$ cat src/hw/rtl/ledbcm_pkg.sv
`timescale 1ns / 1ps

package ledbcm_pkg;

  // Panel geometry and modulation depth
  localparam int NumScenes    = 6;
  localparam int PanelColumns = 64;
  localparam int ScanRows     = 16;
  localparam int BcmPlanes    = 5;

  localparam int StoreDepth = NumScenes * ScanRows * PanelColumns;
  localparam int AddrW      = $clog2(StoreDepth);
  localparam int ColW       = $clog2(PanelColumns);
  localparam int RowW       = $clog2(ScanRows);
  localparam int SceneW     = (NumScenes > 1) ? $clog2(NumScenes) : 1;
  localparam int SlotCount  = (1 << BcmPlanes) - 1;
  localparam int PixelW     = 24;

  localparam logic [15:0] FrameHoldReset = 16'd70;

  // Request codes
  typedef enum logic [1:0] {
    ReqPixel    = 2'd0,
    ReqScanTick = 2'd1,
    ReqMsTick   = 2'd2
  } req_e;

  // Register indexes
  localparam logic CfgScanEnable = 1'b0;
  localparam logic CfgFrameHold  = 1'b1;

  // One scan beat handed from the sequencer to the output stage
  typedef struct packed {
    logic       is_data;     // pixel bits come from the frame store
    logic [2:0] bit_sel;     // color bit shown in this slot
    logic       shift_clock;
    logic       latch;
    logic       blank;
    logic [3:0] row_select;
  } beat_t;

  // Color bit for a slot: 7 minus the trailing ones of the slot number
  function automatic logic [2:0] slot_bit(input logic [BcmPlanes-1:0] slot);
    logic [3:0] plane;
    logic       run;
    plane = '0;
    run   = 1'b1;
    for (int i = 0; i < BcmPlanes; i++) begin
      if (run && slot[i]) begin
        plane = plane + 4'd1;
      end else begin
        run = 1'b0;
      end
    end
    return 3'(4'd7 - plane);
  endfunction

  // Pick one bit plane of a packed pixel: bit0 red, bit1 green, bit2 blue
  function automatic logic [2:0] plane_rgb(input logic [PixelW-1:0] rgb,
                                           input logic [2:0] sel);
    logic [7:0] r;
    logic [7:0] g;
    logic [7:0] b;
    r = rgb[23:16];
    g = rgb[15:8];
    b = rgb[7:0];
    return {b[sel], g[sel], r[sel]};
  endfunction

endpackage

$ cat src/hw/rtl/ledbcm_ctrl.sv
`timescale 1ns / 1ps

// Scan sequencer, scene timer, config registers and frame store addressing
module ledbcm_ctrl import ledbcm_pkg::*; (
  input  logic              clk_i,
  input  logic              rst_ni,
  input  logic              cfg_we_i,
  input  logic              cfg_idx_i,
  input  logic [15:0]       cfg_wdata_i,
  input  logic              acc_i,
  input  logic [1:0]        req_type_i,
  input  logic [2:0]        scene_i,
  input  logic [4:0]        pixel_row_i,
  input  logic [5:0]        pixel_col_i,
  input  logic [7:0]        red_i,
  input  logic [7:0]        green_i,
  input  logic [7:0]        blue_i,
  output logic              top_we_o,
  output logic              bot_we_o,
  output logic [AddrW-1:0]  top_waddr_o,
  output logic [AddrW-1:0]  bot_waddr_o,
  output logic [PixelW-1:0] wdata_o,
  output logic              rd_en_o,
  output logic [AddrW-1:0]  rd_addr_o,
  output logic              beat_valid_o,
  output beat_t             beat_o
);

  typedef enum logic [2:0] {
    PhData    = 3'd0,
    PhClkLow  = 3'd1,
    PhBlank   = 3'd2,
    PhLatch   = 3'd3,
    PhRow     = 3'd4,
    PhUnlatch = 3'd5,
    PhUnblank = 3'd6
  } phase_e;

  logic                 scan_en_q, scan_en_d;
  logic [15:0]          hold_q, hold_d;
  phase_e               phase_q, phase_d;
  logic [ColW-1:0]      col_q, col_d;
  logic [RowW-1:0]      row_q, row_d;
  logic [BcmPlanes-1:0] slot_q, slot_d;
  logic [SceneW-1:0]    scene_q, scene_d;
  logic [15:0]          ms_q, ms_d;
  logic                 due_q, due_d;
  logic                 pin_clk_q, pin_clk_d;
  logic                 pin_latch_q, pin_latch_d;
  logic                 pin_blank_q, pin_blank_d;
  logic [3:0]           pin_row_q, pin_row_d;
  logic                 is_data;
  logic                 tick;
  logic                 scene_ok, col_ok, row_top, row_bot;

  // Pixel write decode
  assign scene_ok = 32'(scene_i) < 32'(NumScenes);
  assign col_ok   = 32'(pixel_col_i) < 32'(PanelColumns);
  assign row_top  = 32'(pixel_row_i) < 32'(ScanRows);
  assign row_bot  = !row_top && (32'(pixel_row_i) < 32'(2 * ScanRows));

  assign top_we_o = acc_i && (req_type_i == ReqPixel) && scene_ok && col_ok && row_top;
  assign bot_we_o = acc_i && (req_type_i == ReqPixel) && scene_ok && col_ok && row_bot;
  assign top_waddr_o = AddrW'(32'(scene_i) * 32'(ScanRows * PanelColumns)
                            + 32'(pixel_row_i) * 32'(PanelColumns) + 32'(pixel_col_i));
  assign bot_waddr_o = AddrW'(32'(scene_i) * 32'(ScanRows * PanelColumns)
                            + (32'(pixel_row_i) - 32'(ScanRows)) * 32'(PanelColumns)
                            + 32'(pixel_col_i));
  assign wdata_o = {red_i, green_i, blue_i};

  // Frame store read for the current scan position
  assign rd_addr_o = AddrW'(32'(scene_q) * 32'(ScanRows * PanelColumns)
                          + 32'(row_q) * 32'(PanelColumns) + 32'(col_q));

  assign tick = acc_i && (req_type_i == ReqScanTick);

  // Next state
  always_comb begin
    scan_en_d   = scan_en_q;
    hold_d      = hold_q;
    phase_d     = phase_q;
    col_d       = col_q;
    row_d       = row_q;
    slot_d      = slot_q;
    scene_d     = scene_q;
    ms_d        = ms_q;
    due_d       = due_q;
    pin_clk_d   = pin_clk_q;
    pin_latch_d = pin_latch_q;
    pin_blank_d = pin_blank_q;
    pin_row_d   = pin_row_q;
    is_data     = 1'b0;

    if (cfg_we_i) begin
      unique case (cfg_idx_i)
        CfgScanEnable: scan_en_d = cfg_wdata_i[0];
        CfgFrameHold:  hold_d    = cfg_wdata_i;
      endcase
    end

    // Hold timer
    if (acc_i && (req_type_i == ReqMsTick)) begin
      if (ms_q >= hold_q) begin
        due_d = 1'b1;
      end else begin
        ms_d = ms_q + 16'd1;
      end
    end

    // Scan step
    if (tick && scan_en_q) begin
      unique case (phase_q)
        PhClkLow: begin
          pin_clk_d = 1'b0;
          if (col_q == ColW'(PanelColumns - 1)) begin
            col_d   = '0;
            phase_d = PhBlank;
          end else begin
            col_d   = col_q + ColW'(1);
            phase_d = PhData;
          end
        end
        PhBlank: begin
          pin_blank_d = 1'b1;
          phase_d     = PhLatch;
        end
        PhLatch: begin
          pin_latch_d = 1'b1;
          phase_d     = PhRow;
        end
        PhRow: begin
          pin_row_d = 4'(row_q);
          phase_d   = PhUnlatch;
        end
        PhUnlatch: begin
          pin_latch_d = 1'b0;
          phase_d     = PhUnblank;
        end
        PhUnblank: begin
          pin_blank_d = 1'b0;
          phase_d     = PhData;
          if (row_q == RowW'(ScanRows - 1)) begin
            row_d = '0;
            if (slot_q == BcmPlanes'(SlotCount - 1)) begin
              slot_d = '0;
              // end of pass: take the next scene if one is due
              if (due_q) begin
                scene_d = (scene_q == SceneW'(NumScenes - 1)) ? '0 : scene_q + SceneW'(1);
                ms_d    = '0;
                due_d   = 1'b0;
              end
            end else begin
              slot_d = slot_q + BcmPlanes'(1);
            end
          end else begin
            row_d = row_q + RowW'(1);
          end
        end
        default: begin
          // column data; a stray phase also lands here
          is_data   = 1'b1;
          pin_clk_d = 1'b1;
          phase_d   = PhClkLow;
        end
      endcase
    end
  end

  assign rd_en_o      = tick && is_data;
  assign beat_valid_o = tick;

  always_comb begin
    beat_o.is_data     = is_data;
    beat_o.bit_sel     = slot_bit(slot_q);
    beat_o.shift_clock = pin_clk_d;
    beat_o.latch       = pin_latch_d;
    beat_o.blank       = scan_en_q ? pin_blank_d : 1'b1;
    beat_o.row_select  = pin_row_d;
  end

  // State registers
  always_ff @(posedge clk_i or negedge rst_ni) begin
    if (!rst_ni) begin
      scan_en_q   <= 1'b0;
      hold_q      <= FrameHoldReset;
      phase_q     <= PhData;
      col_q       <= '0;
      row_q       <= '0;
      slot_q      <= '0;
      scene_q     <= '0;
      ms_q        <= '0;
      due_q       <= 1'b0;
      pin_clk_q   <= 1'b0;
      pin_latch_q <= 1'b0;
      pin_blank_q <= 1'b1;
      pin_row_q   <= '0;
    end else begin
      scan_en_q   <= scan_en_d;
      hold_q      <= hold_d;
      phase_q     <= phase_d;
      col_q       <= col_d;
      row_q       <= row_d;
      slot_q      <= slot_d;
      scene_q     <= scene_d;
      ms_q        <= ms_d;
      due_q       <= due_d;
      pin_clk_q   <= pin_clk_d;
      pin_latch_q <= pin_latch_d;
      pin_blank_q <= pin_blank_d;
      pin_row_q   <= pin_row_d;
    end
  end

endmodule

$ cat config.mk
export PLATFORM = sky130hd
export DESIGN_NAME = ledbcm_ctrl
export DESIGN_NICKNAME = d
export VERILOG_FILES = /design/src/hw/rtl/ledbcm_pkg.sv /design/src/hw/rtl/ledbcm_ctrl.sv
export SDC_FILE = /design/constraint.sdc
export NUM_CORES = 1
export LEC_CHECK = 0
export BUFFER_PORTS_ARGS = -buffer_cell sky130_fd_sc_hd__buf_2
export CAP_MARGIN = 10
export CORE_MARGIN = 3
export CORE_UTILIZATION = 54
export DETAILED_ROUTE_END_ITERATION = 8
export GPL_TIMING_DRIVEN = 0
export PLACE_DENSITY = 0.93
export SYNTH_ARGS = -nofsm -noshare
export SYNTH_HDL_FRONTEND = slang
export SYNTH_SLANG_ARGS = --single-unit
$ cat constraint.sdc
create_clock -name clk_i -period 4.5 [get_ports clk_i]
set_input_delay 0.675 -clock clk_i [delete_from_list [all_inputs] [get_ports clk_i]]
set_output_delay 0.675 -clock clk_i [all_outputs]
set_load 0.1 [all_outputs]
==> metrics.md, run 1 <==
| Metric | Value |
|---|---|
| Top FF cell, synth | `dfrtp_1` |
| Sequential Power Share | `0.356` |
| NumNets Final | `600` |
| Worst-margin pin slew | `0.769 ns` |
| Final Slew Violations | `0` |
| Max Fanout on Critical Path | `6` |
| P_leak | `2.48 nW` |
| PostCTS Resize Cnt | `0` |
| R2R depth | `9` |
| FMAX | `254 MHz` |
| Final TNS setup | `0 ns` |
| Total Routing Usage GR | `0.217` |
| Final period util | `0.874` |
| Critical path class | `reg2out` |
| Relative slew slack | `0.487` |
| R2r setup slk | `1.62 ns` |
| Via count | `3296` |
| Hold crit path type | `in2async` |
| Number of flops mapped to enable cells by yosys | `0` |
| Post-CTS Hold Fix Bufs | `0` |
| Dominant cell type by area after synthesis | `dfrtp_1` |
| Synth warn | `0` |
| RSZ-0062 raised after global routing | `no` |
| Critical Path End Type | `primary output` |
| Die Y | `91.0 um` |
| Yosys cell types | `44` |
| CP arrival | `3.26 ns` |
| Final hold slack | `0.296 ns` |
| Placed instance area | `0.00456 mm^2` |
| IO Count | `139` |
| DIE WIDTH | `91.0 um` |
| Ys async rst share | `1.00` |
| Initial Utilization | `0.565` |
| Leading cell types by total area after synthesis | `dfrtp_1, ha_1, buf_4` |
| Synth top area share | `0.372` |
| CTS clock-pin slew for the worst setup and hold paths | `0.07 ns` |
| Syn_area_per_cell | `9.92 um^2` |
| Port-buffer cells | `104` |
| H-tree Lvls | `3` |
| Syn_nets | `484` |
| Finished Cell Area | `0.00479 mm^2` |
| Clock power share | `0.291` |
| Synth Register Bits | `62` |
| Overflow after GRT | `0` |
| Status | `complete, no violations` |
| Max Cap Viol | `0` |
| DRT Pass-1 Iters | `4` |
| Peak VDD IR | `0.000351 V` |
| Drt initial violations | `127` |
| RD Place Congestion | `0.837` |
| Clock latency on the worst-skew pair | `0.34 ns` |
| Pint | `1.17 mW` |
| # diodes | `0` |
| Total die area | `0.00828 mm^2` |
| Power density over the cells | `409 mW/mm^2` |
| Final min period | `3.93 ns` |
| Worst setup SP type | `flop` |
| Post-synthesis cell area | `0.00390 mm^2` |
| Fraction of layout instances using a drive strength above 1 | `0.395` |
| CTS tree | `done` |
| Routed len/inst | `14.2 um` |
| Reg2reg start | `hold_q[6]$_DFFE_PN1P_` |
| Final hold vios | `0` |
| Residual DRC | `0` |
| Global-route wire length before repair | `14.8 mm` |
| P_sw | `793 uW` |
| Row count | `30` |
| Logic pwr share | `0.353` |
| Post-Route Skew | `0.0113 ns` |
| Clock Root Buffer | `clkbuf_8` |
| DRT antenna net count | `0` |
| DP HPWL | `6.56 mm` |
| WP data required | `3.83 ns` |
| Deepest clock path buffer count | `2` |
| CTS Sinks | `62` |
| Post-Route WL | `8.69 mm` |
| Number of global-route vias before repair | `3442` |
| Post-DR vias/cell | `5.40` |
| Post-synthesis sequential area ratio | `0.399` |
| Critical R2R Capture | `ms_q[9]$_DFF_PN0_` |
| Initial antenna violation count | `0` |
| Setup bufs post-CTS | `0` |
| Post-Syn Instances | `393` |
| Num CTS Buffers | `9` |
| Largest net degree at the start of global routing | `42` |
| P&R area growth vs syn | `22.9%` |
| Sw frac | `0.405` |
| CORE AREA | `0.00691 mm^2` |
| Setup violators final | `0` |
==> how the worst max path moves through the flow <==
stage	from	end	slack (ns)
floorplan	slot_q[0]$_DFFE_PN0P_	beat_o[9]	0.23
global placement	slot_q[0]$_DFFE_PN0P_	beat_o[9]	1.0
detailed placement	slot_q[0]$_DFFE_PN0P_	beat_o[9]	0.92
CTS	slot_q[0]$_DFFE_PN0P_	beat_o[9]	0.55
global route	slot_q[0]$_DFFE_PN0P_	beat_o[9]	0.34
finish	slot_q[0]$_DFFE_PN0P_	beat_o[9]	0.57
==> cell families (layout without fill, tap and decap cells) <==
group                      Yosys count  count (layout)  share of synthesized area
buffers and inverters               80             201                      0.128
muxes                               28              28                     0.0799
DFF                                 62              62                      0.399
adders and majority gates           30              30                     0.0982
xor gates and xnor gates            19              19                     0.0427
and+or+nand+nor                    102             102                      0.138
AOI/OAI and AO/OA                   72              72                      0.115
==> metrics by stage <==
step	worst slack (ns)	util	power (mW)	std cells
finish	0.568	0.694	1.96	610
global route	0.338	0.694	2.05	610
CTS	0.546	0.694	1.97	610
detailed placement	0.918	0.660	1.40	594
global placement	0.997	0.657	1.36	593
floorplan	0.228	-	1.26	393
==> cells in the final DEF, fill, tap and decap left out, types with 10 or more instances in the layout <==
cell        n
inv_1      23
nor2_1     17
buf_2     104
ha_1       29
o21ai_0    24
clkbuf_8   12
mux2_2     25
nand3_1    15
dfrtp_1    58
buf_4      47
nand2_1    27
xnor2_1    10
a21oi_1    21
==> critical path: stages, from the launching register on <==
cell	delay [ns]
dfrtp_1	0.43
ha_1	0.30
ha_1	0.25
xor2_1	0.31
ha_1	0.29
mux2_2	0.28
ha_1	0.20
nand2_1	0.08
xor2_1	0.15
nor2_1	0.07
xor2_1	0.13
buf_2	0.44
==> registers in the layout, summed over array words and instances (netlist names) <==
| signal | flops |
|---|---|
| slot_q | 5 |
| scene_q | 3 |
| pin_latch_q | 1 |
| hold_q | 16 |
| due_q | 1 |
| pin_blank_q | 1 |
| phase_q | 3 |
| col_q | 6 |
| ms_q | 16 |
| pin_clk_q | 1 |
| row_q | 4 |
| pin_row_q | 4 |
| scan_en_q | 1 |
==> power groups by stage <==
stage | clock network [mW] | registers (mW) | logic (mW)
6_report | 0.571 | 0.697 | 0.692
5_1_grt | 0.600 | 0.707 | 0.742
4_1_cts | 0.575 | 0.695 | 0.696
3_5_place_dp | 0 | 0.705 | 0.691
3_3_place_gp | 0 | 0.698 | 0.663
2_1_floorplan | 0 | 0.757 | 0.504
==> Yosys cell counts (3+ instances only) <==
library cell / number
inv_1: 23
o21ai_0: 24
nand4_1: 8
a21oi_1: 21
dfstp_2: 4
nand3_1: 15
nand2_1: 27
o2111ai_1: 5
xnor2_1: 10
buf_4: 47
o211ai_1: 4
mux2i_1: 3
clkbuf_1: 7
and3_1: 6
mux2_2: 25
o21a_1: 3
nor2_1: 17
or4_1: 4
or3_1: 7
buf_6: 3
xor2_1: 9
nor3_1: 3
ha_1: 29
o31ai_1: 6
dfrtp_1: 58
==> area by class of cell <==
class / instances / area (um^2)
Fill cell: 564 / 2110
Clock buffer: 13 / 169
Multi-Input combinational cell: 251 / 1840
Clock inverter: 3 / 65.1
Tap cell: 96 / 120
Timing Repair Buffer: 105 / 541
Inverter: 23 / 86.3
Buffer: 57 / 413
Sequential cell: 62 / 1560
==> per-layer routing <==
layer	GRT usage	up-vias	share of wire
li1	-	1579	-
met1	0.244	1578	0.39
met2	0.381	129	0.52
met3	0.0505	10	0.076
met4	0.109	0	0.014
met5	0	-	0
No activity file was read; power rests on OpenSTA's default activity.
==> inputs of run 2 (changes only) <==
- CORE_UTILIZATION: 54 -> 50
- PLACE_DENSITY: 0.93 -> 0.87
==> metrics.md, run 2 (synthesized netlist as in run 1, its figures left out) <==
| Metric | Value |
|---|---|
| Status | `complete, no violations` |
| Crit path cell chain | `ha_1, ha_1, xor2_1, ha_1, mux2_2, ha_1, nand2_1, xor2_1, nor2_1, xor2_1, buf_2` |
| Worst path bufs/invs | `1` |
| Final hold vios | `0` |
| CP most frequent cell | `ha_1` |
| Row count | `31` |
| Pint | `1.11 mW` |
| CTS Sinks | `62` |
| H-tree Lvls | `3` |
| Post-Route WL | `8.26 mm` |
| Critical path class | `reg2out` |
| Power density over the cells | `397 mW/mm^2` |
| Worst-margin pin slew | `0.744 ns` |
| CORE AREA | `0.00741 mm^2` |
| Post-Route Skew | `0.0116 ns` |
| Sw frac | `0.416` |
| Final period util | `0.863` |
| CTS clock-pin slew for the worst setup and hold paths | `0.07 ns` |
| Num CTS Buffers | `9` |
| CP peak stage delay | `0.44 ns` |
| Biggest regs | `hold_q: 16 flops, ms_q: 16 flops, col_q: 6 flops` |
| DRT Pass-1 Iters | `4` |
| Logic pwr share | `0.366` |
| Hold crit path type | `in2async` |
| Clock power share | `0.266` |
| Placed instance area | `0.00456 mm^2` |
| Final hold slack | `0.318 ns` |
| CP arrival | `3.21 ns` |
| # diodes | `0` |
| DIE WIDTH | `94.3 um` |
| Finished Cell Area | `0.00477 mm^2` |
| Total die area | `0.00890 mm^2` |
| Deepest clock path buffer count | `2` |
| Final Slew Violations | `0` |
| FMAX | `258 MHz` |
| Post-CTS Hold Fix Bufs | `0` |
| P_leak | `2.47 nW` |
| Clock Root Buffer | `clkbuf_8` |
| IO Count | `139` |
| Peak VDD IR | `0.000285 V` |
| CTS tree | `done` |
| Sequential Power Share | `0.368` |
| Post-DR vias/cell | `5.34` |
| Port-buffer cells | `104` |
| Residual DRC | `0` |
| Routed len/inst | `13.5 um` |
| Crit-path slowest cell | `buf_2` |
| Max Fanout on Critical Path | `6` |
| Final TNS setup | `0 ns` |
| Initial antenna violation count | `0` |
| Most common cell after layout, fill and taps aside | `buf_2` |
| Total Routing Usage GR | `0.190` |
| Setup violators final | `0` |
| Fin util | `0.644` |
| P&R area growth vs syn | `22.4%` |
| Overflow after GRT | `0` |
| Drt initial violations | `201` |
| Setup bufs post-CTS | `0` |
| Reg2reg start | `ms_q[13]$_DFF_PN0_` |
| Number of global-route vias before repair | `3178` |
| Initial Utilization | `0.526` |
| Via count | `3268` |
| Critical Path End Type | `primary output` |
| P_sw | `788 uW` |
| PostCTS Resize Cnt | `0` |
| NumNets Final | `600` |
| Largest net degree at the start of global routing | `42` |
| RD Place Congestion | `0.815` |
| Fraction of layout instances using a drive strength above 1 | `0.396` |
| Max Cap Viol | `0` |
| WP data required | `3.83 ns` |
| DRT antenna net count | `0` |
| Global-route wire length before repair | `13.6 mm` |
| DP HPWL | `6.38 mm` |
| CP Launch Point | `slot_q[0]$_DFFE_PN0P_` |
| Worst setup SP type | `flop` |
| Die Y | `94.3 um` |
| Clock latency on the worst-skew pair | `0.33 ns` |
| Relative slew slack | `0.503` |
| Final min period | `3.88 ns` |
| RSZ-0062 raised after global routing | `no` |
| Most frequent cells in the layout | `buf_2, dfrtp_1, buf_4` |
| Top delay family on crit path | `adder cells` |
## run 2: changes by cell type in the layout (fill, tap and decap cells not counted), sizes merged
| cell | delta |
|---|---|
| bufinv | -1 |
| clkbuf | -1 |
| clkinvlp | +1 |
## run 2: cell type report
class,count,area [um^2]
repair buffers,105,541
inverters,23,86.3
clock inverters,3,42.5
clock buffers,12,165
fillers,597,2640
well taps,99,124
flip-flops and latches,62,1560
plain buffers,57,413
multi-input cells,251,1840
## run 2: per-layer routing
layer	wire [um]	share of wire	global-route usage
met3	665	0.080	0.0393
met5	0	0	0
met2	4270	0.52	0.344
met4	90	0.011	0.0794
met1	3240	0.39	0.215
## run 2: worst paths after layout
path / to / slack, ns / cells past startpoint
worst max-delay path: beat_o[9] / 0.62 / 11
worst min-delay path: ms_q[9]$_DFF_PN0_ / 0.32 / 1
worst max register to register: ms_q[14]$_DFF_PN0_ / 1.71 / 7
worst min register to register: pin_row_q[1]$_DFF_PN0_ / 0.50 / 1
max in group asynchronous: pin_blank_q$_DFF_PN1_ / 3.53 / 2
min in group clk_i: pin_row_q[1]$_DFF_PN0_ / 0.50 / 1
## run 2: per-stage QoR
stage	total power, mW	instances	setup WS, ns
global placement	1.36	596	1.00
floorplan	1.26	393	0.228
CTS	1.91	612	0.570
detailed placement	1.40	597	0.945
finish	1.90	612	0.617
global route	1.99	612	0.334
## run 2: power groups by stage
stage | logic (mW) | registers [mW] | clock network, mW
2_1_floorplan | 0.504 | 0.757 | 0
3_3_place_gp | 0.666 | 0.698 | 0
3_5_place_dp | 0.690 | 0.708 | 0
4_1_cts | 0.697 | 0.696 | 0.518
5_1_grt | 0.741 | 0.705 | 0.544
6_report | 0.694 | 0.698 | 0.504
