[src/hw/rtl/ledbcm_pkg.sv]
`timescale 1ns / 1ps

package ledbcm_pkg;

  // Panel geometry and modulation depth
  localparam int NumScenes    = 6;
  localparam int PanelColumns = 64;
  localparam int ScanRows     = 16;
  localparam int BcmPlanes    = 5;

  localparam int StoreDepth = NumScenes * ScanRows * PanelColumns;
  localparam int AddrW      = $clog2(StoreDepth);
  localparam int ColW       = $clog2(PanelColumns);
  localparam int RowW       = $clog2(ScanRows);
  localparam int SceneW     = (NumScenes > 1) ? $clog2(NumScenes) : 1;
  localparam int SlotCount  = (1 << BcmPlanes) - 1;
  localparam int PixelW     = 24;

  localparam logic [15:0] FrameHoldReset = 16'd70;

  // Request codes
  typedef enum logic [1:0] {
    ReqPixel    = 2'd0,
    ReqScanTick = 2'd1,
    ReqMsTick   = 2'd2
  } req_e;

  // Register indexes
  localparam logic CfgScanEnable = 1'b0;
  localparam logic CfgFrameHold  = 1'b1;

  // One scan beat handed from the sequencer to the output stage
  typedef struct packed {
    logic       is_data;     // pixel bits come from the frame store
    logic [2:0] bit_sel;     // color bit shown in this slot
    logic       shift_clock;
    logic       latch;
    logic       blank;
    logic [3:0] row_select;
  } beat_t;

  // Color bit for a slot: 7 minus the trailing ones of the slot number
  function automatic logic [2:0] slot_bit(input logic [BcmPlanes-1:0] slot);
    logic [3:0] plane;
    logic       run;
    plane = '0;
    run   = 1'b1;
    for (int i = 0; i < BcmPlanes; i++) begin
      if (run && slot[i]) begin
        plane = plane + 4'd1;
      end else begin
        run = 1'b0;
      end
    end
    return 3'(4'd7 - plane);
  endfunction

  // Pick one bit plane of a packed pixel: bit0 red, bit1 green, bit2 blue
  function automatic logic [2:0] plane_rgb(input logic [PixelW-1:0] rgb,
                                           input logic [2:0] sel);
    logic [7:0] r;
    logic [7:0] g;
    logic [7:0] b;
    r = rgb[23:16];
    g = rgb[15:8];
    b = rgb[7:0];
    return {b[sel], g[sel], r[sel]};
  endfunction

endpackage

[src/hw/rtl/ledbcm_out.sv]
`timescale 1ns / 1ps

// Read-data stage and output register: merges store data into the pin word
module ledbcm_out import ledbcm_pkg::*; (
  input  logic              clk_i,
  input  logic              rst_ni,
  input  logic              beat_valid_i,
  input  beat_t             beat_i,
  input  logic [PixelW-1:0] top_pix_i,
  input  logic [PixelW-1:0] bot_pix_i,
  output logic              take_o,
  output logic              out_valid_o,
  input  logic              out_ready_i,
  output logic [2:0]        top_rgb_o,
  output logic [2:0]        bottom_rgb_o,
  output logic              shift_clock_o,
  output logic              latch_o,
  output logic              blank_o,
  output logic [3:0]        row_select_o
);

  logic       s1_valid_q, s1_valid_d;
  beat_t      s1_q;
  logic       out_valid_q, out_valid_d;
  logic [2:0] pin_top_q, pin_top_d;
  logic [2:0] pin_bot_q, pin_bot_d;
  logic       adv;
  logic       move;

  // Output register frees up when empty or drained this cycle
  assign adv    = !out_valid_q || out_ready_i;
  assign take_o = !s1_valid_q || adv;
  assign move   = s1_valid_q && adv;

  always_comb begin
    s1_valid_d  = take_o ? beat_valid_i : s1_valid_q;
    out_valid_d = adv ? s1_valid_q : out_valid_q;
    pin_top_d   = pin_top_q;
    pin_bot_d   = pin_bot_q;
    if (move && s1_q.is_data) begin
      pin_top_d = plane_rgb(top_pix_i, s1_q.bit_sel);
      pin_bot_d = plane_rgb(bot_pix_i, s1_q.bit_sel);
    end
  end

  // Control and held pin data
  always_ff @(posedge clk_i or negedge rst_ni) begin
    if (!rst_ni) begin
      s1_valid_q  <= 1'b0;
      out_valid_q <= 1'b0;
      pin_top_q   <= '0;
      pin_bot_q   <= '0;
    end else begin
      s1_valid_q  <= s1_valid_d;
      out_valid_q <= out_valid_d;
      pin_top_q   <= pin_top_d;
      pin_bot_q   <= pin_bot_d;
    end
  end

  // Payload
  always_ff @(posedge clk_i) begin
    if (take_o) begin
      s1_q <= beat_i;
    end
    if (move) begin
      top_rgb_o     <= pin_top_d;
      bottom_rgb_o  <= pin_bot_d;
      shift_clock_o <= s1_q.shift_clock;
      latch_o       <= s1_q.latch;
      blank_o       <= s1_q.blank;
      row_select_o  <= s1_q.row_select;
    end
  end

  assign out_valid_o = out_valid_q;

endmodule

[config.mk]
export PLATFORM = sky130hd
export DESIGN_NAME = ledbcm_out
export DESIGN_NICKNAME = d
export VERILOG_FILES = /design/src/hw/rtl/ledbcm_pkg.sv /design/src/hw/rtl/ledbcm_out.sv
export SDC_FILE = /design/constraint.sdc
export NUM_CORES = 1
export LEC_CHECK = 0
export ABC_AREA = 1
export BUFFER_PORTS_ARGS = -buffer_cell sky130_fd_sc_hd__buf_2
export CAP_MARGIN = 10
export CORE_MARGIN = 8
export CORE_UTILIZATION = 45
export CTS_BUF_LIST = sky130_fd_sc_hd__clkbuf_8
export DETAILED_ROUTE_END_ITERATION = 6
export GPL_ROUTABILITY_DRIVEN = 1
export GPL_TIMING_DRIVEN = 0
export PLACE_DENSITY = 0.85
export SLEW_MARGIN = 10
export SYNTH_ARGS = -nofsm -noshare
export SYNTH_HDL_FRONTEND = slang
export SYNTH_SLANG_ARGS = --single-unit
[constraint.sdc]
create_clock -name clk_i -period 3 [get_ports clk_i]
set_input_delay 0.3 -clock clk_i [delete_from_list [all_inputs] [get_ports clk_i]]
set_output_delay 0.3 -clock clk_i [all_outputs]
set_load 0.02 [all_outputs]
==> results summary, run 1 <==
The flow ran to the end, and the final reports show no timing, DRC or antenna violations. The worst voltage drop across the vdd grid is 381.9 uV. The clock latency reported for the late side of the worst-skew pair came out at 0.28 ns. The total die area came out at 5777 um2. The post-detailed-route via-to-cell ratio came out at 4.476. The number of instances in the placed design is 321. The half-perimeter wire length after detailed placement came out at 3.168 mm. The number of synthesis warnings came out at 0. Counting every sink on the clock net gives 32. The utilization after layout came out at 0.6145. The clock share of power is 0.319. The combinational share of power is 0.211. The signal arrival time at the worst endpoint is 1.40 ns. The path class of the lowest-slack min-delay path is in -> reg. The reg-to-reg setup timing slack came out at 1.45 ns.

After detailed routing, the total wire length is 3.954 mm. The cell area that synthesis handed to floorplanning was 1620 um2. After synthesis, the cell types taking the most area are sky130_fd_sc_hd__edfxtp_1 44%, sky130_fd_sc_hd__nand2_1 18%, sky130_fd_sc_hd__dfrtp_1 12%.

The critical path buffer and inverter count is 1. The leakage power is 1.232 nW. The via count of the first global-routing pass is 1434. The switching power as a share of total power is 0.2662. After clock tree synthesis, the clock-pin slew on the worst setup and hold paths is 0.06 ns. The number of register bits inferred by synthesis came out at 32. In this run the vertical extent of the chip is 76.01 um. Power spread over the standard cell area amounts to 561.5 nW/um2. The measured slew at the worst slew-check pin came out at 0.5526 ns. The headroom to the max-slew limit is 0.6306. The area added between synthesis and finish is 34.67%. Dividing the final minimum period by the clock period gives 0.5663. The worst setup path is captured at an output port. No sink is reached through more buffers than the 2 on the longest clock path. The post-route antenna net violation count is 0. Among all stages on the critical path, the largest delay is contributed by sky130_fd_sc_hd__nand3_1. The number of max-cap violations is 0.

The number of antenna violations at the first check in global routing came to 0. The count of input and output buffers came out at 77. The classification of the worst setup path is reg -> out. The final critical delay including setup and external delays is 1.699 ns. In this run the post-CTS setup repair buffer count came out at 0. The library cells used most frequently in the layout, excluding fill and tap cells, are 79 x sky130_fd_sc_hd__buf_2, 77 x sky130_fd_sc_hd__nand2_1, 40 x sky130_fd_sc_hd__inv_1, 37 x sky130_fd_sc_hd__nand3_1, 24 x sky130_fd_sc_hd__edfxtp_1. The global-route usage over all layers came out at 0.1374. The number of clock buffers added by TritonCTS is 5. The floorplan has 22 rows.

The switching power summed over all nets is 0.0003262 W. The largest area contributor in the netlist is sky130_fd_sc_hd__edfxtp_1. The largest net degree at the start of global routing came out at 15. For this run, the register share of the synthesized area comes to 0.5683. For this run, the slowest stage of the critical path takes 0.42 ns. The number of levels the H-tree was split into is 2. The repair_antennas step left the layout with diodes totalling 0. The net count of the mapped netlist is 259. The number of endpoints with negative hold slack in the final report came out at 0. The worst setup path is launched from a flop.

The core footprint came out at 3551 um2. After the last flow step, the layout net total stands at 344. The number of failing setup endpoints in the final timing report is 0. The largest fanout of any net on the critical path came out at 13.

The most common cell after layout, fill and taps aside is sky130_fd_sc_hd__buf_2. The count of cell types in the netlist is 10. The die outline width is 76.01 um.

The DRC violation total after the first TritonRoute iteration is 70. At the worst endpoint, the required time is 2.70 ns. The first global-routing pass estimated 6.423 mm of wire. The initial standard-cell utilization of the core came out at 0.4563. Setup repair after global routing left no endpoint under its margin. The share of total power dissipated in sequential elements is 0.471.

The worst clock skew came out at 0.003995 ns. Internal power comes to 0.0008991 W. TritonCTS built the clock tree. The minimum setup slack in the final design came out at 1.301 ns. Dividing the synthesized area by the synthesized cell count gives 8.267 um2. The count of non-filler cells in the finished layout came out at 330.

The maximum clock frequency is 588.6 MHz. The first TritonRoute pass finished after 6 iterations. The number of instances in the synthesized netlist is 196.

In this design, the largest share of critical-path delay is due to simple AND/OR/NAND/NOR gates. After routing, the total negative slack on setup checks comes to 0 ns. The total congestion overflow is 0. The setup slack at placement is 1.456 ns. The placer congestion estimate is 0.8023. The max-slew violation count is 0. Detailed routing inserted a total of 1477 vias. The root buffer cell is sky130_fd_sc_hd__clkbuf_8.

In this run, post-CTS repair resized a total of 0 instances. The share of the synthesized area in the top cell type came out at 0.4448. The share of layout cells above drive strength 1 is 0.3298.

For this run, design rule violations remaining after detail routing come to 0. For this design the top-level I/O count stands at 78. Traced cell by cell, the critical path runs through nand3_1 > buf_2. The average wire per standard cell is 11.98 um.
-- flip-flops by register name, summed over array words and instances (netlist names) --
name	cells
bottom_rgb_o	3
pin_top_q	3
shift_clock_o	1
pin_bot_q	3
row_select_o	4
out_valid_o	1
s1_q	11
s1_valid_q	1
latch_o	1
blank_o	1
top_rgb_o	3
-- final cells by class --
cell class / count / area [um2]
repair buffers: 78 / 395.4
clock inverters: 3 / 37.54
clock buffers: 5 / 68.82
multi-input cells: 114 / 474.2
plain buffers: 7 / 58.81
well taps: 48 / 60.06
flip-flops and latches: 32 / 920.9
fillers: 308 / 1369
inverters: 43 / 166.4
-- kinds of logic after synthesis --
group                  Yosys count  share of synthesized area
buffers and inverters           50                     0.1390
and+or+nand+nor                114                     0.2927
DFF                             32                     0.5683
-- metrics by stage --
step / total power (W) / area [um2] / hold WS, ns
2_1_floorplan: 0.0007450 / 1620 / 0.004409
3_3_place_gp: 0.0008362 / 2066 / 0.1496
3_5_place_dp: 0.0008451 / 2066 / 0.1525
4_1_cts: 0.001235 / 2182 / 0.1827
5_1_grt: 0.001290 / 2182 / 0.1746
6_report: 0.001225 / 2182 / 0.1916
-- metal layers --
metal | wire length [um] | GRT usage
met5 | 0 | 0
met4 | 34 | 0.04118
met3 | 321 | 0.06604
met2 | 1983 | 0.2348
met1 | 1615 | 0.1452
-- power by group through the flow --
stage / Sequential (W) / Combinational (W) / Clock [W]
final: 0.000577 / 0.000258 / 0.000390
after floorplan: 0.000618 / 0.000127 / 0
after global placement: 0.000582 / 0.000254 / 0
after CTS: 0.000577 / 0.000261 / 0.000397
after global routing: 0.000582 / 0.000289 / 0.000418
after detailed placement: 0.000586 / 0.000259 / 0
-- worst paths after layout --
check                             from               to  cells past startpoint
max                        out_valid_o           take_o                      2
min                          beat_i[7]          s1_q[7]                      1
max reg2reg                out_valid_o  bottom_rgb_o[0]                      7
min reg2reg                    s1_q[1]  row_select_o[1]                      0
max in group asynchronous       rst_ni     pin_top_q[0]                      2
min in group asynchronous       rst_ni     pin_bot_q[0]                      2
-- timing repair --
| action | CTS | global route |
|---|---|---|
| endpoints found under the hold margin | 8 | 0 |
| hold buffers | 1 | 0 |
| endpoints found under the setup margin | 0 | 0 |
-- cells in the mapped netlist --
cell type	n
sky130_fd_sc_hd__nand2_1	77
sky130_fd_sc_hd__inv_6	1
sky130_fd_sc_hd__buf_6	3
sky130_fd_sc_hd__dfrtp_1	8
sky130_fd_sc_hd__buf_2	2
sky130_fd_sc_hd__buf_4	2
sky130_fd_sc_hd__inv_1	40
sky130_fd_sc_hd__inv_2	2
sky130_fd_sc_hd__edfxtp_1	24
sky130_fd_sc_hd__nand3_1	37
Power figures use the tool's default switching activity.
==> run 2: changes to the inputs <==
--- a/config.mk
+++ b/config.mk
@@ -9,7 +9,7 @@
 export BUFFER_PORTS_ARGS = -buffer_cell sky130_fd_sc_hd__buf_2
 export CAP_MARGIN = 10
 export CORE_MARGIN = 8
-export CORE_UTILIZATION = 45
+export CORE_UTILIZATION = 43
 export CTS_BUF_LIST = sky130_fd_sc_hd__clkbuf_8
 export DETAILED_ROUTE_END_ITERATION = 6
 export GPL_ROUTABILITY_DRIVEN = 1
==> constraint.sdc (replaced) <==
create_clock -name clk_i -period 1.45 [get_ports clk_i]
set_input_delay 0.145 -clock clk_i [delete_from_list [all_inputs] [get_ports clk_i]]
set_output_delay 0.145 -clock clk_i [all_outputs]
set_load 0.02 [all_outputs]
==> run 2 against run 1 <==
  * Register-to-register slack worse by 1.4 ns
  * Power grew 96%
  * Routed wire length is 1.6% lower
  * First-iteration DRC count unchanged
  * Worst hold slack lost 0.15 ns
  * Core utilization decreased by 0.95 points
  * Flip-flop and latch count is the same
  * Clock skew up 0.0028 ns
  * Final cell count is 0.30% higher
  * Sequential share of layout area shrank 0.31 points
  * Critical endpoint is now bottom_rgb_o[0]
  * Largest cell class unchanged
  * Highest routed layer unchanged
==> results summary, run 2 (synthesis results as in run 1) <==
The overall routed net length came out at 3.892 mm (was 3.954 mm). The clock latency reported for the late side of the worst-skew pair is 0.28 ns (about the same). Unrepaired setup endpoints after global routing: false (unchanged). The part of the power in registers came out at 0.497 (was 0.471). The I/O pin count is 78 (unchanged). The most common cell after layout, fill and taps aside is sky130_fd_sc_hd__buf_2 (unchanged). The post-route antenna net violation count came out at 0 (unchanged). The via count of the first global-routing pass is 1465 (was 1434).

The final instance area was 2198 um2 (was 2182 um2). The switching power as a share of total power is 0.2763 (was 0.2662). The post-detailed-route via-to-cell ratio came out at 4.492 (was 4.476).

The number of max-cap violations came out at 0 (unchanged). The instance area at placement came out at 2066 um2 (unchanged). The placer congestion estimate was 0.8387 (was 0.8023). The max-slew violation count is 0 (unchanged). The number of failing setup endpoints in the final timing report is 0 (unchanged). The largest fanout of any net on the critical path is 10 (was 13). The half-perimeter wire length after detailed placement is 3.035 mm (was 3.168 mm). The combinational share of power came out at 0.230 (was 0.211). The leakage power is 1.245 nW (was 1.232 nW).

The total congestion overflow is 0 (unchanged). The number of levels the H-tree was split into was 2 (unchanged). The utilization after layout came out at 0.6050 (was 0.6145).

Most frequent cells in the layout: 79 x sky130_fd_sc_hd__buf_2, 76 x sky130_fd_sc_hd__nand2_1, 42 x sky130_fd_sc_hd__inv_1, 36 x sky130_fd_sc_hd__nand3_1, 24 x sky130_fd_sc_hd__edfxtp_1 (was 79 x sky130_fd_sc_hd__buf_2, 77 x sky130_fd_sc_hd__nand2_1, 40 x sky130_fd_sc_hd__inv_1, 37 x sky130_fd_sc_hd__nand3_1, 24 x sky130_fd_sc_hd__edfxtp_1). The clock share of power was 0.274 (was 0.319). The number of endpoints with negative hold slack in the final report is 0 (unchanged).

The signal arrival time at the worst endpoint came out at 1.39 ns (was 1.40 ns). The row count came to 22 (unchanged). The number of vias after detailed routing is 1487 (was 1477). The wire length of the first global-routing pass is 6.168 mm (was 6.423 mm). The portion of the clock cycle consumed by the worst path in the final layout is 0.9400. The cell-internal power came out at 0.001741 W (was 0.0008991 W).

The number of instances in the placed design is 321 (unchanged). The number of flip-flops under the largest register name came out at 11 (unchanged). The global-route usage over all layers came out at 0.1273 (was 0.1374). The die outline width is 77.39 um (was 76.01 um). The net total in the final layout is 345 (was 344).

The largest net degree at the start of global routing is 15 (unchanged). The core footprint is 3633 um2 (was 3551 um2). The number of antenna violations at the first check in global routing came out at 0 (unchanged). The switching power summed over all nets is 0.0006646 W (was 0.0003262 W). Biggest regs: s1_q: 11 flops, row_select_o: 4 flops (unchanged).

The final critical delay including setup and external delays is 1.363 ns. The CTS clock-pin slew for the worst setup and hold paths was 0.06 ns (about the same). The antenna diode instance count is 0 (unchanged). The share of layout cells above drive strength 1 is 0.3392 (was 0.3298).

The maximum clock frequency is 733.7 MHz. The total power came out at 0.002405 W (was 0.001225 W). The path class of the lowest-slack min-delay path was in -> reg (unchanged). The count of fill cells added during filler insertion came out at 353 (was 308). The type of origin of the critical path is a flop (unchanged). The number of sinks on the clock net was 32 (unchanged). The data required time of the worst path is 1.47 ns (was 2.70 ns). The clock tree from TritonCTS is built (unchanged). The capturing element type of the critical path is a flop (was output port). The total die area is 5988 um2 (was 5777 um2).

The worst voltage drop across the vdd grid came to 628.3 uV (was 381.9 uV). The number of buffers inserted during clock tree synthesis came out at 5 (unchanged). The vertical extent of the die is 77.39 um (was 76.01 um). Result of the run: finished clean (unchanged). The count of non-filler cells in the finished layout came out at 331 (was 330). The area added between synthesis and finish was 35.68% (was 34.67%). The detailed-router iteration count before antenna repair came out at 4 (was 6). The DRC violations left is 0 (unchanged). The initial standard-cell utilization of the core was 0.4459 (was 0.4563).

The root buffer cell was sky130_fd_sc_hd__clkbuf_8 (unchanged). The largest register by flop count is s1_q (unchanged). The count of input and output buffers is 77 (unchanged).

The DRC violation total after the first TritonRoute iteration came to 70 (unchanged). The classification of the worst setup path is reg -> reg (was reg -> out). The average wire per standard cell came out at 11.76 um (was 11.98 um). The deepest clock path buffer count came out at 2 (unchanged). The areal power density over the cells came out at 1094 nW/um2 (was 561.5 nW/um2). The measured slew at the worst slew-check pin was 0.2829 ns (was 0.5526 ns).

The headroom to the max-slew limit came out at 0.8114 (was 0.6306). The worst clock skew is 0.006831 ns (was 0.003995 ns).
## run 2: critical path, cell delays in order (launching register included)
cell                       delay, ns
sky130_fd_sc_hd__edfxtp_1       0.38
sky130_fd_sc_hd__buf_6          0.15
sky130_fd_sc_hd__inv_6          0.07
sky130_fd_sc_hd__buf_6          0.14
sky130_fd_sc_hd__nand2_1        0.06
sky130_fd_sc_hd__nand3_1        0.07
sky130_fd_sc_hd__nand3_1        0.07
sky130_fd_sc_hd__nand3_1        0.10
sky130_fd_sc_hd__nand2_1        0.07
## run 2: worst paths after layout
kind	from	end	depth (start not counted)	slack, ns
max	s1_q[7]	bottom_rgb_o[0]	8	0.09
min	beat_i[9]	s1_q[9]	1	0.04
max reg2reg	s1_q[7]	bottom_rgb_o[0]	8	0.09
min reg2reg	s1_q[6]	shift_clock_o	0	0.42
max in group asynchronous	rst_ni	pin_bot_q[0]	2	1.05
min in group asynchronous	rst_ni	s1_valid_q	2	0.22
## run 2: area by class of cell
| type | count | area [um2] | area share |
|---|---|---|---|
| Buffer | 7 | 58.81 | 0.02675 |
| Clock buffer | 6 | 82.58 | 0.03756 |
| Tap cell | 48 | 60.06 | 0.02732 |
| Sequential cell | 32 | 920.9 | 0.4189 |
| Clock inverter | 2 | 7.507 | 0.003415 |
| Timing Repair Buffer | 79 | 402.9 | 0.1833 |
| Multi-Input combinational cell | 114 | 494.2 | 0.2248 |
| Inverter | 43 | 171.4 | 0.07797 |
## run 2: power groups by stage
stage,logic [W],clock network (W),registers (W)
final,0.000552,0.000658,0.00119
after global routing,0.000615,0.000715,0.00121
after CTS,0.000546,0.000681,0.00119
after detailed placement,0.000539,0,0.00121
after global placement,0.000527,0,0.00121
after floorplan,0.000262,0,0.00128
## run 2: through the flow
step / hold WS, ns / TNS [ns] / setup slack, ns
6_report: 0.03923 / 0 / 0.08706
5_1_grt: 0.02469 / 0 / 0.003575
4_1_cts: 0.02602 / 0 / 0.05658
3_5_place_dp: 0.0001025 / -0.2806 / -0.06116
3_3_place_gp: -0.008609 / -0.3048 / -0.05993
2_1_floorplan: -0.1506 / 0 / 0.06702
## run 2: routing by layer
metal / vias up / GRT usage / share of wire
li1: 776 / - / -
met1: 647 / 0.1296 / 0.40
met2: 54 / 0.2199 / 0.50
met3: 10 / 0.04954 / 0.081
met4: 0 / 0.06981 / 0.020
met5: - / 0 / 0
## run 2: what timing repair did
item | in CTS | in global routing
buffers inserted | 0 | 1
resized for setup | 3 | 3
hold buffers | 1 | 0
gates cloned | 0 | 0
hold endpoints to repair | 8 | 0
endpoints found under the setup margin | 12 | 7
==> run 3: changes to the inputs <==
--- a/config.mk
+++ b/config.mk
@@ -9,12 +9,13 @@
 export BUFFER_PORTS_ARGS = -buffer_cell sky130_fd_sc_hd__buf_2
 export CAP_MARGIN = 10
 export CORE_MARGIN = 8
-export CORE_UTILIZATION = 43
+export CORE_UTILIZATION = 45
 export CTS_BUF_LIST = sky130_fd_sc_hd__clkbuf_8
 export DETAILED_ROUTE_END_ITERATION = 6
 export GPL_ROUTABILITY_DRIVEN = 1
 export GPL_TIMING_DRIVEN = 0
 export PLACE_DENSITY = 0.85
+export RECOVER_POWER = 50
 export SLEW_MARGIN = 10
 export SYNTH_ARGS = -nofsm -noshare
 export SYNTH_HDL_FRONTEND = slang
==> constraint.sdc (replaced) <==
create_clock -name clk_i -period 1.4 [get_ports clk_i]
set_input_delay 0.14 -clock clk_i [delete_from_list [all_inputs] [get_ports clk_i]]
set_output_delay 0.14 -clock clk_i [all_outputs]
set_load 0.02 [all_outputs]
==> run 3 against run 2 <==
  * Combinational power grew 14%
  * Routed wire length grew 7.4%
  * Global-route usage grew 1.1 points
  * Die area shrank 3.5%
  * Highest routed layer unchanged
==> results summary, run 3 (synthesis results as in run 1) <==
The net total in the final layout came out at 351 (was 345). The type of origin of the critical path is a flop (unchanged). The worst hold slack came to 0.03142 ns (was 0.03923 ns).

The critical path buffer and inverter count is 2 (was 3). The DRC violation total after the first TritonRoute iteration is 84 (was 70). The cell-internal power came out at 0.001973 W (was 0.001741 W).

The largest fanout of any net on the critical path is 10 (unchanged). The origin of the worst setup path was s1_q[7] (unchanged). Unrepaired setup endpoints after global routing: true (was false).

The clock latency reported for the late side of the worst-skew pair came out at 0.28 ns (about the same). The clock share of power is 0.309 (was 0.274). The clock tree from TritonCTS was built (unchanged).

The uppermost layer routed is met4 (unchanged). The leakage power came out at 1.288 nW (was 1.245 nW). The average wire per standard cell was 12.40 um (was 11.76 um). The number of antenna violations at the first check in global routing came out at 0 (unchanged).

The routed metal-1 wire length came out at 1.676 mm (was 1.555 mm). The worst voltage drop across the vdd grid came out at 819.0 uV (was 628.3 uV). The CTS clock-pin slew for the worst setup and hold paths was 0.06 ns (about the same). The largest net degree at the start of global routing is 15 (unchanged). The DRC violations left is 0 (unchanged). The via count of the first global-routing pass came out at 1443 (was 1465). The setup slack at placement was -0.1240 ns (was -0.06116 ns). The number of sinks on the clock net came out at 32 (unchanged). The antenna diode instance count came to 0 (unchanged). The half-perimeter wire length after detailed placement came out at 3.168 mm (was 3.035 mm). The vertical extent of the die came out at 76.01 um (was 77.39 um). The data required time of the worst path is 1.43 ns (was 1.47 ns). The worst-path cell with the longest stage delay is sky130_fd_sc_hd__edfxtp_1 (unchanged). The maximum clock frequency is 746.5 MHz (was 733.7 MHz).

The die outline width is 76.01 um (was 77.39 um). The portion of the clock cycle consumed by the worst path in the final layout came out at 0.9568 (was 0.9400). Biggest regs: s1_q: 11 flops, row_select_o: 4 flops (unchanged). The number of buffers inserted during clock tree synthesis is 5 (unchanged).

The row count is 22 (unchanged). The global-route usage over all layers is 0.1386 (was 0.1273). The measured slew at the worst slew-check pin is 0.4347 ns (was 0.2829 ns).

Result of the run: finished clean (unchanged). The total congestion overflow came out at 0 (unchanged). The met2 layer wire length in the routed design came out at 2.132 mm (was 1.944 mm). The critical path's largest stage delay came out at 0.38 ns (about the same). The area added between synthesis and finish came out at 43.17% (was 35.68%). The placer congestion estimate came out at 0.8023 (was 0.8387). The share of layout cells above drive strength 1 came out at 0.3495 (was 0.3392).

The core footprint came out at 3551 um2 (was 3633 um2). The combinational share of power was 0.232 (was 0.230). The count of cell instances traversed by the critical path came out at 8 (unchanged). Cell-by-cell listing of the critical path: buf_6 > buf_4 > nand2_1 > nand2_1 > nand2_1 > nand3_1 > nand3_1 > nand2_1 (was buf_6 > inv_6 > buf_6 > nand2_1 > nand3_1 > nand3_1 > nand3_1 > nand2_1).

The root buffer cell is sky130_fd_sc_hd__clkbuf_8 (unchanged). The number of failing setup endpoints in the final timing report is 0 (unchanged). The initial standard-cell utilization of the core was 0.4563 (was 0.4459). The total die area is 5777 um2 (was 5988 um2).

The number of flip-flops under the largest register name is 11 (unchanged). The switching power summed over all nets is 0.0007313 W (was 0.0006646 W). The number of levels the H-tree was split into came out at 2 (unchanged). The detailed-router iteration count before antenna repair came to 4 (unchanged).

The max-slew violation count came out at 0 (unchanged). The path class of the lowest-slack min-delay path is in -> reg (unchanged). The post-detailed-route via-to-cell ratio came out at 4.510 (was 4.492). The most prevalent standard cell on the critical path is sky130_fd_sc_hd__nand2_1 (was sky130_fd_sc_hd__nand3_1). The category of cells accounting for the largest share of critical-path delay is flip-flops (unchanged). The capturing element type of the critical path is a flop (unchanged).

The signal arrival time at the worst endpoint came to 1.37 ns (was 1.39 ns). The part of the power in registers came out at 0.459 (was 0.497). The I/O pin count came out at 78 (unchanged). Most frequent cells in the layout: 75 x sky130_fd_sc_hd__buf_2, 74 x sky130_fd_sc_hd__nand2_1, 40 x sky130_fd_sc_hd__inv_1, 35 x sky130_fd_sc_hd__nand3_1, 24 x sky130_fd_sc_hd__edfxtp_1 (was 79 x sky130_fd_sc_hd__buf_2, 76 x sky130_fd_sc_hd__nand2_1, 42 x sky130_fd_sc_hd__inv_1, 36 x sky130_fd_sc_hd__nand3_1, 24 x sky130_fd_sc_hd__edfxtp_1).

The number of endpoints with negative hold slack in the final report is 0 (unchanged). The endpoint of the most critical register-to-register path is top_rgb_o[1] (was bottom_rgb_o[0]). The switching power as a share of total power is 0.2704 (was 0.2763). The source of the worst register-to-register timing path is s1_q[7] (unchanged). The overall routed net length came out at 4.179 mm (was 3.892 mm). The final critical delay including setup and external delays is 1.340 ns (was 1.363 ns). The classification of the worst setup path is reg -> reg (unchanged). The post-route antenna net violation count is 0 (unchanged). The largest register by flop count is s1_q (unchanged).

The deepest clock path buffer count came to 2 (unchanged). The wire length of the first global-routing pass came to 6.486 mm (was 6.168 mm). The met3 wire length is 337 um (was 316 um). The number of vias after detailed routing came out at 1520 (was 1487). The worst clock skew is 0.003106 ns (was 0.006831 ns). The most common cell after layout, fill and taps aside is sky130_fd_sc_hd__buf_2 (unchanged).

The headroom to the max-slew limit is 0.7102 (was 0.8114). The reg-to-reg setup timing slack came out at 0.06 ns (was 0.09 ns). The final instance area is 2320 um2 (was 2198 um2). The count of input and output buffers is 77 (unchanged). The areal power density over the cells is 1166 nW/um2 (was 1094 nW/um2). The number of cells on the worst reg-to-reg path came to 8 (unchanged). The instance area at placement is 2066 um2 (unchanged). The worst setup path endpoint is top_rgb_o[1] (was bottom_rgb_o[0]). The number of max-cap violations was 0 (unchanged).

The minimum setup slack in the final design was 0.06041 ns (was 0.08706 ns).
-- run 3: cell count changes in the layout (fill, tap and decap cells not counted), sizes merged --
cell / before / now
inv: 44 / 41
clkbuf: 6 / 11
bufinv: 0 / 1
clkinv: 1 / 4
-- run 3: stage by stage --
| step | TNS [ns] | total power (W) | instances | utilization |
|---|---|---|---|---|
| 2_1_floorplan | 0 | 0.001596 | 196 | - |
| 3_3_place_gp | -0.6929 | 0.001792 | 321 | 0.5817 |
| 3_5_place_dp | -0.7864 | 0.001811 | 321 | 0.5817 |
| 4_1_cts | 0 | 0.002651 | 330 | 0.6173 |
| 5_1_grt | -0.01698 | 0.002843 | 337 | 0.6533 |
| 6_report | 0 | 0.002704 | 337 | 0.6533 |
-- run 3: worst min path at each step --
stage	from	end	slack [ns]	depth (start not counted)
2_1_floorplan	rst_ni	out_valid_o	-0.16	0
3_3_place_gp	rst_ni	pin_bot_q[0]	-0.01	1
3_5_place_dp	rst_ni	pin_bot_q[1]	-0.008	1
4_1_cts	beat_i[3]	s1_q[3]	0.02	1
5_1_grt	beat_i[9]	s1_q[9]	0.01	1
6_report	beat_i[7]	s1_q[7]	0.03	1
-- run 3: worst register-to-register path, delay by kind of cell (launching register included) --
family	cells	cell delay [ns]
buffers and inverters	2	0.32
flip-flops	1	0.38
AND/OR/NAND/NOR	6	0.38
-- run 3: cell type report --
| type | instances | area (um2) |
|---|---|---|
| timing repair buffer | 85 | 478.0 |
| sequential | 32 | 920.9 |
| clock inverter | 3 | 37.54 |
| tap | 48 | 60.06 |
| fill | 295 | 1231 |
| clock buffer | 5 | 68.82 |
| multi-input combinational | 114 | 509.2 |
| inverter | 43 | 178.9 |
| buffer | 7 | 66.31 |
-- run 3: power by group through the flow --
stage	logic (W)	clock network [W]	registers (W)
after global placement	0.000544	0	0.00125
after floorplan	0.000271	0	0.00133
final	0.000627	0.000836	0.00124
after detailed placement	0.000555	0	0.00126
after global routing	0.000693	0.000896	0.00125
after CTS	0.000564	0.000850	0.00124
-- run 3: what timing repair did --
item	CTS	global route
gates resized for setup	3	11
setup buffers	0	5
pin swaps	0	2
cloned	0	2
hold endpoints to repair	8	0
endpoints found under the setup margin	13	10
hold buffers	1	0
-- run 3: metal layers --
metal	track usage	up-vias
li1	-	784
met1	0.1474	683
met2	0.2365	49
met3	0.06604	4
met4	0.04118	0
met5	0	-
